File: config.mk
export PLATFORM = sky130hd
export DESIGN_NAME = tpc_sqrt
export DESIGN_NICKNAME = d
export VERILOG_FILES = /design/src/design/assert_macros.svh /design/src/design/tpc_pkg.sv /design/src/design/tpc_sqrt.sv
export SDC_FILE = /design/constraint.sdc
export NUM_CORES = 2
export LEC_CHECK = 0
export BUFFER_PORTS_ARGS = -buffer_cell sky130_fd_sc_hd__buf_2
export CAP_MARGIN = 20
export CORE_ASPECT_RATIO = 1.1
export CORE_MARGIN = 5
export CORE_UTILIZATION = 45
export CTS_CLUSTER_SIZE = 40
export DETAILED_ROUTE_END_ITERATION = 10
export PLACE_DENSITY_LB_ADDON = 0.05
export SYNTH_ARGS = -nofsm -noshare
export SYNTH_HDL_FRONTEND = slang
export SYNTH_MEMORY_MAX_BITS = 65536
export SYNTH_SLANG_ARGS = --single-unit
export TNS_END_PERCENT = 10
File: constraint.sdc
create_clock -name clk_i -period 6.1 [get_ports clk_i]
set_clock_uncertainty 0.15 [all_clocks]
set_input_delay 1.525 -clock clk_i [delete_from_list [all_inputs] [get_ports clk_i]]
set_output_delay 1.525 -clock clk_i [all_outputs]
set_load 0.02 [all_outputs]
File: src/design/assert_macros.svh
// ---------------------------------------------------------------------------
// assertion macros
// shared concurrent assertion forms for the curvature block
// ---------------------------------------------------------------------------
`ifndef ASSERT_MACROS_SVH
`define ASSERT_MACROS_SVH

// consequent must hold in the same cycle as the antecedent
`define ASSERT_IMPLY(lbl, clk, rst_n, ante, cons, msg) \
  lbl: assert property (@(posedge clk) disable iff (!rst_n) (ante) |-> (cons)) \
    else $error(msg);

// consequent must hold in the cycle after the antecedent
`define ASSERT_NEXT(lbl, clk, rst_n, ante, cons, msg) \
  lbl: assert property (@(posedge clk) disable iff (!rst_n) (ante) |=> (cons)) \
    else $error(msg);

`endif

File: src/design/tpc_pkg.sv
// ---------------------------------------------------------------------------
// tpc_pkg
// shared constants and types for the three point curvature pipeline
// ---------------------------------------------------------------------------
`timescale 1ns / 1ps
`default_nettype none

package tpc_pkg;

  localparam int CoordBitsDef    = 20;
  localparam int CurvFracBitsDef = 24;
  localparam int CoordFrac       = 10;
  localparam int MulDigit        = 16;
  localparam int QuotBits        = 64;
  localparam int RootBits        = 32;
  localparam int CurvBits        = 32;

  localparam logic [CurvBits-1:0] PosLimit = 32'h7fff_ffff;
  localparam logic [CurvBits-1:0] NegLimit = 32'h8000_0000;

  typedef struct packed {
    logic detpos;
    logic coll;
  } tpc_flags_t;

endpackage

`default_nettype wire

File: src/design/tpc_sqrt.sv
// ---------------------------------------------------------------------------
// tpc_sqrt
// integer square root, one root bit per stage
// ---------------------------------------------------------------------------
`timescale 1ns / 1ps
`default_nettype none

module tpc_sqrt #(
  parameter int PLW = 3
) (
  input  wire logic                         clk_i,
  input  wire logic                         rst_ni,
  input  wire logic                         en_i,
  input  wire logic                         valid_i,
  input  wire logic [tpc_pkg::QuotBits-1:0] val_i,
  input  wire logic [PLW-1:0]               pl_i,
  output logic                              valid_o,
  output logic [tpc_pkg::RootBits-1:0]      root_o,
  output logic [PLW-1:0]                    pl_o
);
  import tpc_pkg::*;

  localparam int RB = RootBits;
  localparam int QB = QuotBits;
  localparam int RW = RB + 2;

  logic [RW-1:0]  rem_q  [RB];
  logic [RB-1:0]  root_q [RB];
  logic [QB-1:0]  val_q  [RB];
  logic [PLW-1:0] pl_q   [RB];
  logic           v_q    [RB];

  for (genvar k = 0; k < RB; k++) begin : g_st
    logic [RW-1:0]  rem_in;
    logic [RB-1:0]  root_in;
    logic [QB-1:0]  val_in;
    logic [PLW-1:0] pl_in;
    logic           v_in;
    logic [RW-1:0]  remsh;
    logic [RW-1:0]  trial;
    logic           ge;

    if (k == 0) begin : g_first
      assign rem_in  = '0;
      assign root_in = '0;
      assign val_in  = val_i;
      assign pl_in   = pl_i;
      assign v_in    = valid_i;
    end else begin : g_next
      assign rem_in  = rem_q[k-1];
      assign root_in = root_q[k-1];
      assign val_in  = val_q[k-1];
      assign pl_in   = pl_q[k-1];
      assign v_in    = v_q[k-1];
    end

    assign remsh = {rem_in[RW-3:0], val_in[QB-1 -: 2]};
    assign trial = {root_in, 2'b01};
    assign ge    = remsh >= trial;

    always_ff @(posedge clk_i or negedge rst_ni) begin
      if (!rst_ni) begin
        v_q[k] <= 1'b0;
      end else if (en_i) begin
        v_q[k] <= v_in;
      end
    end

    always_ff @(posedge clk_i) begin
      if (en_i) begin
        rem_q[k]  <= ge ? (remsh - trial) : remsh;
        root_q[k] <= {root_in[RB-2:0], ge};
        val_q[k]  <= val_in << 2;
        pl_q[k]   <= pl_in;
      end
    end
  end

  assign valid_o = v_q[RB-1];
  assign root_o  = root_q[RB-1];
  assign pl_o    = pl_q[RB-1];

endmodule

`default_nettype wire

=== Word level (Yosys, flattened, before mapping) ===
Memory sizes are Yosys's and may differ from the RTL's.
Cells that the tools add are included.

* Mux-type cells: 34
* Add/subtract/negate cells: 32
* Magnitude comparators: 32

{| class="wikitable"
|+ Operator list
! operator !! number
|-
| $mux 34 || 32
|-
| $ge 34x34->1 || 31
|-
| $sub 34x34->34 || 31
|-
| $sub 2x1->3 const B || 1
|-
| $ge 2x1->1 const B || 1
|-
| $mux 1 || 2
|}

* Memories kept: 4
* Flip-flop bits (word level): 32
* Memory bits (writable): 4192
* Logic and storage cells: 134
* Output and inout bits: 36
* Input port bits: 71

{| class="wikitable"
|+ Memory list
! name !! depth !! bits a word !! rd ports !! clocked after memory_dff !! write ports !! RTL line !! RTL
|-
| val_q || 32 || 62 || 31 || 0 || 32 || tpc_sqrt.sv:29 || <nowiki>logic [QB-1:0] val_q [RB];</nowiki>
|-
| rem_q || 32 || 34 || 31 || 0 || 32 || tpc_sqrt.sv:27 || <nowiki>logic [RW-1:0] rem_q [RB];</nowiki>
|-
| root_q || 32 || 32 || 32 || 0 || 32 || tpc_sqrt.sv:28 || <nowiki>logic [RB-1:0] root_q [RB];</nowiki>
|-
| pl_q || 32 || 3 || 32 || 0 || 32 || tpc_sqrt.sv:30 || <nowiki>logic [PLW-1:0] pl_q [RB];</nowiki>
|}

=== Depth between registers and ports, before layout ===
An unclocked memory read counts as a cell.

* Depth in word-level cells: 3
* Depth in mapped cells: 15
* Depth with buffers taken out: 13

=== Least setup slack after synthesis ===
No wires, ideal clock.

* Path type: register to register
* From: memory rem_q[11][20] in the netlist's numbering
* To: memory rem_q[12][29] in the netlist's numbering (data pin)
* Required time: 5.679 ns
* Data arrival time: 3.538 ns
* Path buffers: 1
* Setup time: 0.271 ns
* Clock period less this slack: 3.959 ns
* Path slack: 2.141 ns
* Stages on the path, launching flop included: 12
* Cell sequence: edfxtp_1 > or4_1 > or4b_4 > or4_1 > or4_1 > or4_1 > a211oi_2 > or4_2 > or3_1 > buf_4 > nor4_1 > xor2_1

{| class="wikitable"
|+ RTL lines
! what !! RTL line
|-
| start: declaration || tpc_sqrt.sv:27
|}

==> flow_summary.json <==
{
  "insertion_delay_ns": 0.87,
  "fillers": 22440,
  "initial_core_util_pct": 45.09,
  "fin_nets": 9795,
  "max_freq_mhz": 210.1,
  "io_pins": 107,
  "coreArea_um2": 261000,
  "numCtsBuffers": 290,
  "cp_max_fo": 31,
  "finalSetupViolations": 0,
  "holdCritStartpoint": "val_q[1][47]",
  "power.leakage_nw": 50.48,
  "dp.cells": 12350,
  "maxCapViolations": 0,
  "power_mw": 50.62,
  "place_ws_ns": 1.356,
  "ant_nets": 0,
  "worstMarginPinSlew_ns": 1.065,
  "fin_crit_ns": 4.760,
  "cp.arrival_ns": 5.19,
  "final_cell_area_um2": 131900,
  "cts_buffer_depth": 4,
  "path_class": "register to register",
  "fin_ws_ns": 1.340,
  "synthesis.nets": 9474,
  "gp_congestion": 0.8607,
  "vdd_drop_max_v": 0.0002571,
  "critical_path_required_ns": 6.53,
  "async_flop_share_pct": 1.234,
  "dp_hpwl_um": 175300,
  "r2r-start": "rem_q[28][0]",
  "yosysWarnings": 0,
  "ys_seq_area_share_pct": 66.01,
  "syn_area_um2": 117700,
  "start_kind": "register",
  "hold_path.class": "register to register",
  "cts_tree": "yes",
  "hold_depth": 0,
  "ys.flop_type": "edfxtp_1",
  "synthCells": 8842,
  "die_area_um2": 271900,
  "syn_avg_cell_area_um2": 13.31,
  "clk_pin_slew_worst_paths_ns": 0.06,
  "post-route-period-util_pct": 78.04,
  "vias": 67870,
  "wl_per_cell_um": 19.00,
  "hold_buffers": 0,
  "whs_ns": 0.2435,
  "cts_root_buf": "clkbuf_16",
  "slew_viol_final": 0,
  "synth_edf_count": 2561,
  "fp.dieH_um": 546.4,
  "placed_area_um2": 122900,
  "crit-reg2reg-capture": "rem_q[29][24]",
  "ys_seq_elements": 2593,
  "ys_types": 76,
  "hold_path_end": "val_q[2][49]",
  "wl_um": 244300,
  "drt_iter0_drc": 4499,
  "status": "complete, no violations",
  "route.detailed.drc": 0,
  "cts_resized": 0,
  "antenna_found_initial": 3,
  "grt_pass1_wl_um": 383100,
  "die_w_um": 497.6,
  "grt_max_degree": 156,
  "drt_first_pass_iters": 6,
  "drive_above_1_share_pct": 8.468,
  "grt-ovfl-total": 0,
  "cts_sinks": 2593,
  "power_density_nw_per_um2": 383.6,
  "h-tree-depth": 5,
  "final.setup.tns_ns": 0,
  "finalHoldViolations": 0,
  "rsz0062_at_grt": "false",
  "fin_cells": 12860,
  "drt-vias-per-instance": 5.277,
  "floorplan.rows": 197,
  "cts_setup_buffers": 0,
  "grt_pass1_vias": 67860,
  "area_growth_pct": 12.09,
  "reg2reg_slack_ns": 1.34,
  "slew-limit-headroom_pct": 28.98,
  "rr_worst_depth": 11,
  "place.port_buffers": 106,
  "grtUsageTotal_pct": 17.57,
  "crit_path_end_kind": "register",
  "fin_util_pct": 50.55
}
## per-layer routing
| layer | global-route usage [%] | wire length (um) |
|---|---|---|
| met4 | 5.236 | 7160 |
| met5 | 0 | 0 |
| met2 | 31.24 | 124000 |
| met3 | 2.590 | 9005 |
| met1 | 22.24 | 104200 |
## worst max-delay path, cell delays in order, from the launching register on
cell and delay [ns]:
edfxtp_1 0.39, ha_1 0.37, nor2b_1 0.17, o31a_1 0.29
o21ai_0 0.57, o21bai_1 0.22, a31o_2 0.34, a31oi_1 0.33
o21ai_0 0.23, a31oi_4 0.66, buf_4 0.41, mux2_2 0.36
## how the worst max path moves through the flow
stage                   from            end  cells after the start
2_1_floorplan  rem_q[11][20]  rem_q[12][29]                     11
3_3_place_gp    rem_q[28][0]  rem_q[29][24]                     11
3_5_place_dp    rem_q[28][0]  rem_q[29][24]                     11
4_1_cts         rem_q[28][0]  rem_q[29][24]                     11
5_1_grt         rem_q[28][0]  rem_q[29][24]                     11
6_report        rem_q[28][0]  rem_q[29][24]                     11
## report_power, final
part / internal [mW] / total, mW / switching, mW
clock network: 9.74 / 16.6 / 6.91
registers: 22.6 / 24.1 / 1.55
logic: 4.22 / 9.87 / 5.65
total: 36.5 / 50.6 / 14.1
## logic make-up (layout without fill, tap and decap cells)
family,count (synthesis),in the layout,synth area share (%)
compound gates,1691,1691,8.831
xor+xnor,788,788,5.863
other cells,1,3,0.003186
buf+inv,856,1391,2.736
flops,2593,2593,66.01
fa+ha+maj,561,561,5.963
mux,135,135,1.286
simple gates,2217,2217,9.304
## cell type report
cell class                      instances  area (um^2)  share of cell area, %
Antenna cell                            2        5.005               0.003793
Clock buffer                          353         7610                  5.767
Clock inverter                        153         1384                  1.049
Inverter                              696         2613                  1.980
Multi-Input combinational cell       5393        36870                  27.94
Sequential cell                      2593        77700                  58.89
Tap cell                             3482         4357                  3.302
Timing Repair Buffer                  189         1404                  1.064
## flip-flops by register name, indices dropped and copies added (netlist names)
signal and count:
root_q 528, val_q 992, valid_o 1, pl_q 96
g_st.v_in 31, rem_q 945
## cell usage in the layout (no fill, tap or decap), drive strengths merged, types with 211 or more instances in the layout
master and count:
a21o 236, a21oi 564, clkbuf 354, edfxtp 2561, ha 561, inv 705
nand2 566, nor2 532, nor3 211, o21ai 419, xnor2 409, xor2 379
## synthesized netlist by cell type (all sizes together) (51+ instances only)
master	instances	area, um^2
a21o	236	1772
a21oi	564	2823
and3	51	319.1
clkbuf	144	540.5
edfxtp	2561	76900
ha	561	7019
inv	695	2609
mux2	130	1464
nand2	566	2125
nand2b	111	694.4
nand3	141	705.7
nand4	97	606.8
nor2	532	1997
nor2b	89	556.8
nor3	211	1056
nor4	102	638.1
o21a	91	683.2
o21ai	419	2097
o31ai	60	450.4
or3	94	588.1
xnor2	409	3582
xor2	379	3319
No activity file was read; power rests on OpenSTA's default activity.
