==> src/design/assert_macros.svh <==
// ---------------------------------------------------------------------------
// assertion macros
// shared concurrent assertion forms for the curvature block
// ---------------------------------------------------------------------------
`ifndef ASSERT_MACROS_SVH
`define ASSERT_MACROS_SVH

// consequent must hold in the same cycle as the antecedent
`define ASSERT_IMPLY(lbl, clk, rst_n, ante, cons, msg) \
  lbl: assert property (@(posedge clk) disable iff (!rst_n) (ante) |-> (cons)) \
    else $error(msg);

// consequent must hold in the cycle after the antecedent
`define ASSERT_NEXT(lbl, clk, rst_n, ante, cons, msg) \
  lbl: assert property (@(posedge clk) disable iff (!rst_n) (ante) |=> (cons)) \
    else $error(msg);

`endif

==> src/design/tpc_pkg.sv <==
// ---------------------------------------------------------------------------
// tpc_pkg
// shared constants and types for the three point curvature pipeline
// ---------------------------------------------------------------------------
`timescale 1ns / 1ps
`default_nettype none

package tpc_pkg;

  localparam int CoordBitsDef    = 20;
  localparam int CurvFracBitsDef = 24;
  localparam int CoordFrac       = 10;
  localparam int MulDigit        = 16;
  localparam int QuotBits        = 64;
  localparam int RootBits        = 32;
  localparam int CurvBits        = 32;

  localparam logic [CurvBits-1:0] PosLimit = 32'h7fff_ffff;
  localparam logic [CurvBits-1:0] NegLimit = 32'h8000_0000;

  typedef struct packed {
    logic detpos;
    logic coll;
  } tpc_flags_t;

endpackage

`default_nettype wire

==> src/design/tpc_mul.sv <==
// ---------------------------------------------------------------------------
// tpc_mul
// pipelined unsigned multiplier, one 16 bit digit of b per stage
// ---------------------------------------------------------------------------
`timescale 1ns / 1ps
`default_nettype none

module tpc_mul #(
  parameter int AW  = 41,
  parameter int BW  = 41,
  parameter int PLW = 2
) (
  input  wire logic              clk_i,
  input  wire logic              rst_ni,
  input  wire logic              en_i,
  input  wire logic              valid_i,
  input  wire logic [AW-1:0]     a_i,
  input  wire logic [BW-1:0]     b_i,
  input  wire logic [PLW-1:0]    pl_i,
  output logic                   valid_o,
  output logic [AW+BW-1:0]       p_o,
  output logic [PLW-1:0]         pl_o
);
  import tpc_pkg::*;

  localparam int DIG = MulDigit;
  localparam int NST = (BW + DIG - 1) / DIG;
  localparam int BP  = NST * DIG;
  localparam int PW  = AW + BW;

  logic [PW-1:0]  acc_q [NST];
  logic [AW-1:0]  a_q   [NST];
  logic [BP-1:0]  b_q   [NST];
  logic [PLW-1:0] pl_q  [NST];
  logic           v_q   [NST];

  for (genvar k = 0; k < NST; k++) begin : g_st
    logic [PW-1:0]     acc_in;
    logic [AW-1:0]     a_in;
    logic [BP-1:0]     b_in;
    logic [PLW-1:0]    pl_in;
    logic              v_in;
    logic [AW+DIG-1:0] pp;

    if (k == 0) begin : g_first
      assign acc_in = '0;
      assign a_in   = a_i;
      assign b_in   = BP'(b_i);
      assign pl_in  = pl_i;
      assign v_in   = valid_i;
    end else begin : g_next
      assign acc_in = acc_q[k-1];
      assign a_in   = a_q[k-1];
      assign b_in   = b_q[k-1];
      assign pl_in  = pl_q[k-1];
      assign v_in   = v_q[k-1];
    end

    assign pp = a_in * b_in[k*DIG +: DIG];

    always_ff @(posedge clk_i or negedge rst_ni) begin
      if (!rst_ni) begin
        v_q[k] <= 1'b0;
      end else if (en_i) begin
        v_q[k] <= v_in;
      end
    end

    always_ff @(posedge clk_i) begin
      if (en_i) begin
        acc_q[k] <= acc_in + (PW'(pp) << (k * DIG));
        a_q[k]   <= a_in;
        b_q[k]   <= b_in;
        pl_q[k]  <= pl_in;
      end
    end
  end

  assign valid_o = v_q[NST-1];
  assign p_o     = acc_q[NST-1];
  assign pl_o    = pl_q[NST-1];

endmodule

`default_nettype wire

==> config.mk <==
export PLATFORM = sky130hd
export DESIGN_NAME = tpc_mul
export DESIGN_NICKNAME = d
export VERILOG_FILES = /design/src/design/assert_macros.svh /design/src/design/tpc_pkg.sv /design/src/design/tpc_mul.sv
export SDC_FILE = /design/constraint.sdc
export NUM_CORES = 2
export LEC_CHECK = 0
export BUFFER_PORTS_ARGS = -buffer_cell sky130_fd_sc_hd__buf_2
export CAP_MARGIN = 25
export CORE_MARGIN = 2
export CORE_UTILIZATION = 45
export DETAILED_ROUTE_END_ITERATION = 16
export PLACE_DENSITY = 0.7
export RECOVER_POWER = 25
export SETUP_SLACK_MARGIN = 0.1
export SLEW_MARGIN = 40
export SYNTH_ARGS = -nofsm -noshare
export SYNTH_HDL_FRONTEND = slang
export SYNTH_SLANG_ARGS = --single-unit
==> constraint.sdc <==
create_clock -name clk_i -period 8.94 [get_ports clk_i]
set_input_delay 1.788 -clock clk_i [delete_from_list [all_inputs] [get_ports clk_i]]
set_output_delay 1.788 -clock clk_i [all_outputs]
set_load 0.005 [all_outputs]
# Word-level counts from Yosys, hierarchy flattened
# Memory sizes are Yosys's and may differ from the RTL's.
# Cells that the tools add are included.
[word_totals] register_bits=3 ramBits=519 elab_cells=14 n_memories=4
[op_classes] add_sub_neg=2 mul=3 n_mux=2
[memory_table] memory="acc_q" words=3 width=82 rd=3 rd_ports_with_merged_regs=0 write_ports=3 line="tpc_mul.sv:31" source="logic [PW-1:0] acc_q [NST];"
[memory_table] memory="b_q" words=3 width=48 rd=2 rd_ports_with_merged_regs=0 write_ports=3 line="tpc_mul.sv:33" source="logic [BP-1:0] b_q [NST];"
[memory_table] memory="a_q" words=3 width=41 rd=2 rd_ports_with_merged_regs=0 write_ports=3 line="tpc_mul.sv:32" source="logic [AW-1:0] a_q [NST];"
[memory_table] memory="pl_q" words=3 width=2 rd=3 rd_ports_with_merged_regs=0 write_ports=3 line="tpc_mul.sv:34" source="logic [PLW-1:0] pl_q [NST];"
[op_table] operator="$mul A41 B16 Y57" n=2
[op_table] operator="$add A82 B73 Y82" n=1
[op_table] operator="$add A82 B82 Y82" n=1
[op_table] operator="$mul A41 B16 Y50" n=1
[op_table] operator="$mux W1" n=2

# Depth between registers and ports, before layout
# An unclocked memory read counts as a cell.
[depth] word_depth=3 depth_mapped=37 depth_no_buf=36

# Worst setup path before layout
# No wires, ideal clock.
[synth_timing] path_kind="register to register" from="memory a_q[0][7]" to="memory acc_q[0][142] in the netlist's numbering (data pin)" arrival_time_ns=7.904 path_slack_ns=0.769 path_stages_with_launch=35 path_buffers=1 period_less_slack_ns=8.171 path_cell_list="edfxtp_1 -> clkbuf_1 -> nand2_1 -> fa_1 -> inv_1 -> fa_1 -> inv_1 -> fa_1 -> inv_1 -> fa_1 -> fa_1 -> inv_1 -> fa_1 -> inv_1 -> ha_1 -> nand4_1 -> a2111oi_4 -> o311ai_2 -> and2_1 -> o21ai_0 -> and2_1 -> a31oi_1 -> xnor2_1 -> ha_1 -> a21o_1 -> a21oi_1 -> nor2b_1 -> o21ai_0 -> a21oi_1 -> o31a_1 -> a311o_1 -> a221oi_2 -> inv_1 -> and3_2 -> xor2_1"
[synth_lines] element="from (decl)" line="tpc_mul.sv:32"
[synth_lines] element="to (decl)" line="tpc_mul.sv:31"

==> out/results.tsv <==
stage	metric	value	unit
run_status	status	finished, violations left	
run_status	failing checks	max-capacitance violations, max-slew violations	
timing	Final period util	96.4	%
yosys	mapped cell area	0.0694	sq mm
timing	Setup-failing EPs final	0	
critical_path	Startpoint Class	primary input	
floorplanning	Die H	397	um
critical_path	reg-to-reg setup timing slack	0.39	ns
placement	Final Wtd Congestion	0.967	
hold_path	Min-Delay Path Class	register to register	
route	WL final	184	mm
yosys	syn_area_per_cell	9.39	sq um
floorplanning	core area	0.154	sq mm
route	via density per instance	5.36	
placement	port bufs	172	
floorplanning	initial core utilization	45.2	%
critical_path	R2R depth	33	
hold_path	Hold Path Sink	pl_q[0][5]$_DFFE_PP_	
yosys	largest cells by area after synthesis	fa_1 39%, edfxtp_1 14%, ha_1 9.8%	
yosys	cell accounting for the most synthesized area	fa_1	
yosys	sequential area share after synthesis	14.6	%
timing	Worst Tran Pin Value	5.46	ns
critical_path	Critical Path Fanout Max	17	
floorplanning	row cnt	144	
timing	Highest Clock Rate	116	MHz
global_route	total track usage	23.9	%
hold_path	hold depth	0	
layout	NumNets Final	9453	
clock_tree	TritonCTS clock tree	built	
placement	hpwl dp	151	mm
layout	share of cells above drive strength 1	6.92	%
critical_path	crit path kind	primary input to register	
yosys	#FFs+latches synth	338	
route	1st-pass router iterations	7	
critical_path	FF-to-FF Start	a_q[0][12]$_DFFE_PP_	
route	remaining antenna violation count after routing	0	
yosys	synthesized netlist net count	9385	
timing	Worst Skew	0.0461	ns
placement	DP Area	0.0727	sq mm
flow_run	# Max-Cap Violations	1	
floorplanning	chip width	397	um
yosys	Synth Flop Type	edfxtp_1	
global_route	global-route wire length before repair	297	mm
clock_tree	H-tree Lvls	2	
critical_path	Arrival @ worst endpoint	8.98	ns
floorplanning	boundary pin count	173	
route	Starting DRT DRC Count	3886	
yosys	Mapped Cells	7392	
yosys	ys async rst share	0.888	%
clock_tree	Clk Latency, worst-skew pair	0.65	ns
yosys	post-synth top area share	39.3	%
critical_path	CP Capture Type	register	
layout	filler cell count	14200	
clock_tree	clock sink count	338	
clock_tree	clock root buffer	clkbuf_16	
yosys	Netlist cell types	95	
floorplanning	die area	0.157	sq mm
timing	RSZ-0062 raised after global routing	true	
timing	final number of hold-violating endpoints	0	
global_route	vias in the first global route	54500	
clock_tree	Reg clk slew, reported paths	0.06	ns
hold_path	Worst Min Path Start	pl_q[0][3]$_DFFE_PP_	
global_route	largest net degree at the start of global routing	99	
timing	Final min period	8.61	ns
critical_path	Critical R2R Capture	acc_q[0][148]$_DFFE_PP_	
clock_tree	# hold bufs at CTS	0	
clock_tree	worst-case clock buffer depth	3	
layout	Design Area, Final	0.0746	sq mm
clock_tree	CTS Buf Count	41	
layout	commonest non-fill, non-tap cell in the layout	inv_1	
timing	Final Max Tran Viols	99	
route	via count	51200	
yosys	EDFF count, synth	335	
global_route	global route overflow	0	
critical_path	Required @ worst endpoint	9.31	ns
route	drt wl/cell	19.3	um
timing	Slew HR	-264	%
layout	Syn-to-layout area delta	7.37	%
yosys	Synth warnings	0	
route	DRC Markers	0	
layout	most frequent cells in the layout	1,455 x inv_1, 1,362 x fa_1, 1,255 x nand2_1	
global_route	initial antenna violation count	10	
cells by family after synthesis:
group,synth area share (%)
and+or+nand+nor,15.5
adders and majority gates,49.0
buffers and inverters,10.5
AOI/OAI and AO/OA,7.20
DFF,14.6
xor gates and xnor gates,3.04
muxes,0.110
area by class of cell:
class	count	area, sq um	area share [%]
clock inverter	29	333	0.446
antenna	9	22.5	0.0302
inverter	1455	5460	7.32
multi-input combinational	5191	52200	70.0
timing repair buffer	433	2850	3.82
clock buffer	43	1030	1.39
tap	2044	2560	3.43
sequential	338	10100	13.6
state kept, by name (all words and copies together) (netlist names):
name / cells
acc_q: 213
a_q: 82
b_q: 34
pl_q: 6
g_st.v_in: 2
valid_o: 1
worst max-delay path by stage:
stage | depth (start not counted) | startpoint | slack [ns] | end
floorplan | 34 | a_q[0][7]$_DFFE_PP_ | 0.77 | acc_q[0][142]$_DFFE_PP_
CTS | 32 | b_q[0][19]$_DFFE_PP_ | 0.12 | acc_q[0][142]$_DFFE_PP_
detailed placement | 25 | b_i[1] | -0.11 | acc_q[0][50]$_DFFE_PP_
global route | 34 | a_q[0][12]$_DFFE_PP_ | 0.03 | acc_q[0][148]$_DFFE_PP_
finish | 25 | a_i[17] | 0.33 | acc_q[0][50]$_DFFE_PP_
global placement | 25 | b_i[1] | 0.03 | acc_q[0][50]$_DFFE_PP_
per-stage QoR:
step / hold WS [ns] / cells / TNS (ns) / utilization [%] / worst slack [ns]
after CTS: 0.404 / 9494 / 0 / 48.2 / 0.115
after global routing: 0.415 / 9539 / 0 / 48.5 / 0.0292
final: 0.411 / 9542 / 0 / 48.5 / 0.325
after global placement: 0.401 / 9411 / 0 / 47.3 / 0.0272
after floorplan: 0.400 / 7392 / 0 / - / 0.769
after detailed placement: 0.405 / 9411 / -0.297 / 47.3 / -0.107
metal layers:
metal / global-route usage, % / vias up / share of wire (%)
li1: - / 22800 / -
met4: 6.11 / 4 / 2.6
met3: 5.20 / 312 / 9.6
met2: 38.4 / 2224 / 46
met1: 32.7 / 25900 / 42
met5: 0 / - / 0.013
Yosys cell counts, drive strengths merged (40+ instances only):
cell and number:
nand4 42, clkbuf 308, xor2 79, fa 1362, o21bai 40, a21oi 248
nand2 1256, edfxtp 335, and2 621, o21ai 138, buf 100, ha 543
nand3 58, nor2 136, a21o 130, inv 1455, xnor2 161
repair_timing:
| action | in CTS | in global routing |
|---|---|---|
| gates resized for setup | 1 | 61 |
| pin swaps | 0 | 13 |
| endpoints found under the setup margin | 10 | 32 |
| setup buffers | 11 | 36 |
worst max-delay path: stages:
cell and delay, ns:
clkbuf_1 0.75, nand2_1 0.16, fa_1 0.52, inv_1 0.05, fa_1 0.54, inv_1 0.06
fa_1 0.52, fa_1 0.58, fa_1 0.45, fa_1 0.50, inv_1 0.04, ha_1 0.32
nand2_1 0.12, a21oi_1 0.05, a211o_1 0.34, a211oi_1 0.35, a21oi_1 0.13, buf_4 0.17
o2111ai_1 0.28, a211oi_1 0.14, buf_4 0.16, a31oi_1 0.30, nor2_1 0.14, o211a_1 0.24
a211o_1 0.27
Power is left out: the tool's default activity adds up to more than one toggle a clock period on the data nets, which glitch-free logic cannot reach.
